==> src/rtl/psfd_pkg.sv <==
// Shared types and constants for the per-source scan and flood detector.
// No dependencies; used by every module in rtl/.
package psfd_pkg;

	localparam int SOURCE_ENTRIES_DEF = 64;
	localparam int PORTS_DEF          = 16;
	localparam int CONNS_DEF          = 32;

	// stored set fill counts are wide enough for a set of 256
	localparam int FILL_W = 9;

	localparam logic [7:0] PROTO_TCP = 8'd6;
	localparam logic [7:0] PROTO_UDP = 8'd17;

	localparam int CFG_IDX_W = 2;
	localparam logic [CFG_IDX_W-1:0] CFG_PORT_SCAN  = 2'd0;
	localparam logic [CFG_IDX_W-1:0] CFG_CONN_FLOOD = 2'd1;
	localparam logic [CFG_IDX_W-1:0] CFG_PKT_FLOOD  = 2'd2;

	localparam logic [4:0]  PORT_SCAN_RST  = 5'd5;
	localparam logic [5:0]  CONN_FLOOD_RST = 6'd15;
	localparam logic [15:0] PKT_FLOOD_RST  = 16'd50;

	localparam logic [3:0] MOD10_LAST = 4'd9;

	typedef struct packed {
		logic [31:0] source_addr;
		logic [31:0] dest_addr;
		logic [7:0]  proto_number;
		logic [15:0] dest_port;
		logic [15:0] frame_length;
	} pkt_t;

	typedef struct packed {
		logic        table_full;
		logic        port_scan_flag;
		logic        conn_flood_flag;
		logic        packet_flood_flag;
		logic        summary_due;
		logic [4:0]  distinct_ports;
		logic [5:0]  distinct_conns;
		logic [31:0] source_packets;
		logic [47:0] source_bytes;
	} rpt_t;

	// per-source record; mod10 tracks pkt % 10 alongside the count
	typedef struct packed {
		logic [31:0]       pkt;
		logic [47:0]       bytes;
		logic [FILL_W-1:0] pfill;
		logic [FILL_W-1:0] cfill;
		logic [3:0]        mod10;
	} stat_t;

	typedef struct packed {
		logic key_we;
		logic stat_we;
		logic port_we;
		logic conn_we;
	} tbl_we_t;

	typedef enum logic [1:0] {
		CMP_KEY,
		CMP_PORT,
		CMP_CONN
	} cmp_sel_t;

	typedef enum logic [3:0] {
		ST_IDLE,
		ST_SRD,
		ST_SCMP,
		ST_NEW,
		ST_STRD,
		ST_STLD,
		ST_PSTART,
		ST_PRD,
		ST_PCMP,
		ST_PADD,
		ST_CSTART,
		ST_CRD,
		ST_CCMP,
		ST_CADD,
		ST_UPD,
		ST_RES
	} state_t;

endpackage

==> src/rtl/psfd_cmp.sv <==
// Shared equality compare unit: one comparator serves the source, port and pair searches.
// Depends on psfd_pkg.
module psfd_cmp import psfd_pkg::*; (
	input  cmp_sel_t    sel,
	input  logic [31:0] key_rdata,
	input  logic [15:0] port_rdata,
	input  logic [47:0] conn_rdata,
	input  pkt_t        item,
	output logic        hit
);

	logic [47:0] a;
	logic [47:0] b;

	always_comb begin
		unique case (sel)
			CMP_KEY: begin
				a = {16'd0, key_rdata};
				b = {16'd0, item.source_addr};
			end
			CMP_PORT: begin
				a = {32'd0, port_rdata};
				b = {32'd0, item.dest_port};
			end
			CMP_CONN: begin
				a = conn_rdata;
				b = {item.dest_addr, item.dest_port};
			end
			default: begin
				a = '0;
				b = '1;
			end
		endcase
	end

	assign hit = (a == b);

endmodule

==> config.mk <==
export PLATFORM = sky130hd
export DESIGN_NAME = psfd_cmp
export DESIGN_NICKNAME = d
export VERILOG_FILES = /design/src/rtl/psfd_pkg.sv /design/src/rtl/psfd_cmp.sv
export SDC_FILE = /design/constraint.sdc
export NUM_CORES = 1
export LEC_CHECK = 0
export BUFFER_PORTS_ARGS = -buffer_cell sky130_fd_sc_hd__buf_4
export CAP_MARGIN = 10
export CORE_AREA = 2 2 78 80
export DETAILED_ROUTE_END_ITERATION = 7
export DIE_AREA = 0 0 80 82
export GPL_TIMING_DRIVEN = 0
export PLACE_DENSITY = 0.81
export SYNTH_ARGS = -nofsm -noshare
export SYNTH_HDL_FRONTEND = slang
export SYNTH_SLANG_ARGS = --single-unit
==> constraint.sdc <==
create_clock -name vclk -period 1.4
set_input_delay 0.21 -clock vclk [all_inputs]
set_output_delay 0.21 -clock vclk [all_outputs]
set_load 0.05 [all_outputs]
==> impl_metrics.json <==
{
  "synthesis.area_um2": 1410,
  "io-pin-count": 203,
  "synthTopCellsByArea": "xnor2_1 37%, xor2_1 11%, mux2i_1 5.0%",
  "dp_hpwl_um": 5660,
  "grt-ovfl-total": 0,
  "power.leakage_uw": 0.00138,
  "finalHoldViolations": 0,
  "drc": 0,
  "grt_pass1_wl_um": 9310,
  "endpoint_kind": "primary output",
  "fin_crit_ns": 1.97,
  "design.seq.count": 0,
  "rsz0062_at_grt": "yes",
  "critPathKind": "in -> out",
  "hold_class": "in -> out",
  "antennaDiodeCount": 0,
  "place_congestion": 0.742,
  "wl_um": 6400,
  "synth_warnings": 0,
  "status": "finished with violations",
  "dieArea_um2": 6560,
  "vdd_drop_max_v": 0.000156,
  "num_rows": 28,
  "die_w_um": 80,
  "crit_arrival_ns": 1.76,
  "fin_cells": 459,
  "portBuffers": 178,
  "critPathMaxFanout": 10,
  "nFillCells": 546,
  "nClkBuffers": 0,
  "slew_violations": 0,
  "hold_path_startpoint": "item[77]",
  "synth_area_per_cell_um2": 6.99,
  "die_y_um": 82,
  "crit_end": "hit",
  "synth_seq_area_share_pct": 0,
  "hold-path-cell-count": 5,
  "vias": 2143,
  "setup_ws_ns": -0.573,
  "place_inst": 455,
  "setup_viol": 1,
  "yosysTopAreaCell": "xnor2_1",
  "drv_cap": 0,
  "first_global_vias": 2142,
  "finalPower_uw": 869,
  "tns_ns": -0.573,
  "start_kind": "primary input",
  "synth.distinct_cells": 38,
  "syn2layout_area_growth_pct": 108,
  "routedWlPerCell_um": 13.9,
  "drt_iter0_drc": 31,
  "violations": "setup timing",
  "core_um2": 5750,
  "antenna_found_initial": 0,
  "first_pass_iters": 4,
  "fmax_mhz": 507,
  "grt_max_degree": 11,
  "syn_nets": 404,
  "vias_per_cell": 4.67,
  "grt_use_total_pct": 17.8,
  "synth_top_area_share_pct": 36.6,
  "crit_path_start": "sel[1]",
  "worst_pin_slew_ns": 0.483,
  "start_util_pct": 24.6,
  "power.density_nw_per_um2": 296,
  "yosysMostFrequentCell": "xnor2_1",
  "synthCells": 202,
  "timing.final.crit_share_pct": 141,
  "seq_area_um2": 0,
  "antenna_left": 0,
  "drive_gt1_share_pct": 51.3,
  "slew_headroom_pct": 67.4,
  "fin_nets": 588,
  "synth_commonest_cells": "59 x xnor2_1, 18 x xor2_1, 16 x inv_1",
  "required_ns": 1.19
}
layout make-up:
type	count	area [µm²]	area share, %
Multi-Input combinational cell	180	1360	46.2
Tap cell	75	93.8	3.19
Inverter	17	67.6	2.30
Timing Repair Buffer	182	1370	46.7
Buffer	5	46.3	1.57
routing by layer:
metal | up-vias | global-route usage, % | share of wire, % | wire [µm]
li1 | 1077 | - | - | -
met2 | 106 | 36.7 | 54 | 3450
met4 | 0 | 2.37 | 0.84 | 54
met5 | - | 0 | 0 | 0
met1 | 956 | 19.6 | 36 | 2330
met3 | 4 | 2.20 | 8.8 | 562
power by group:
part | leakage (µW) | switching (µW) | internal [µW]
registers | 0 | 0 | 0
clock network | 0 | 0 | 0
logic | 0.00138 | 323 | 547
total | 0.00138 | 323 | 547
how the worst min path moves through the flow:
| stage | endpoint | slack, ns |
|---|---|---|
| 3_5_place_dp | hit | 0.99 |
| 5_1_grt | hit | 1.0 |
| 2_1_floorplan | hit | 0.72 |
| 6_report | hit | 0.96 |
| 4_1_cts | hit | 0.96 |
| 3_3_place_gp | hit | 0.98 |
logic make-up (layout without fill, tap and decap cells):
group           after synthesis  after routing  synth area share (%)
simple gates                 55             55                  20.7
mux                           7              7                  4.96
compound gates               41             41                  20.0
buf+inv                      22            204                  6.55
xor+xnor                     77             77                  47.7
stage by stage:
| stage | setup WS (ns) | hold WS, ns | instance area (µm²) | utilization (%) |
|---|---|---|---|---|
| after floorplan | -0.324 | 0.724 | 1420 | - |
| after global placement | -0.921 | 0.982 | 2850 | 49.5 |
| final | -0.573 | 0.960 | 2940 | 51.2 |
| after CTS | -0.601 | 0.964 | 2900 | 50.4 |
| after global routing | -0.686 | 0.996 | 2940 | 51.2 |
| after detailed placement | -0.972 | 0.993 | 2850 | 49.5 |
worst max-delay path, stage by stage:
cell and delay, ns:
buf_6 0.12, clkbuf_4 0.20, clkbuf_4 0.22, o21ai_0 0.20, a21oi_1 0.11, a311oi_1 0.28, and4_4 0.27, buf_8 0.14
layout by cell type (no fill, tap or decap), drive strengths merged, types with 5 or more instances in the layout:
cell type / count
nor2: 11
nand2: 5
nand4: 6
xor2: 18
nand3: 11
buf: 185
nand2b: 7
mux2i: 7
a311oi: 5
o21ai: 9
xnor2: 59
nor4: 5
a21oi: 7
inv: 16
what timing repair did:
action                                  in CTS  in global routing
buffers inserted                             0                  4
hold buffers                                 0                  0
pin swaps                                    2                  4
resized for setup                           15                  3
endpoints found under the setup margin       1                  1
Power figures use the tool's default switching activity.
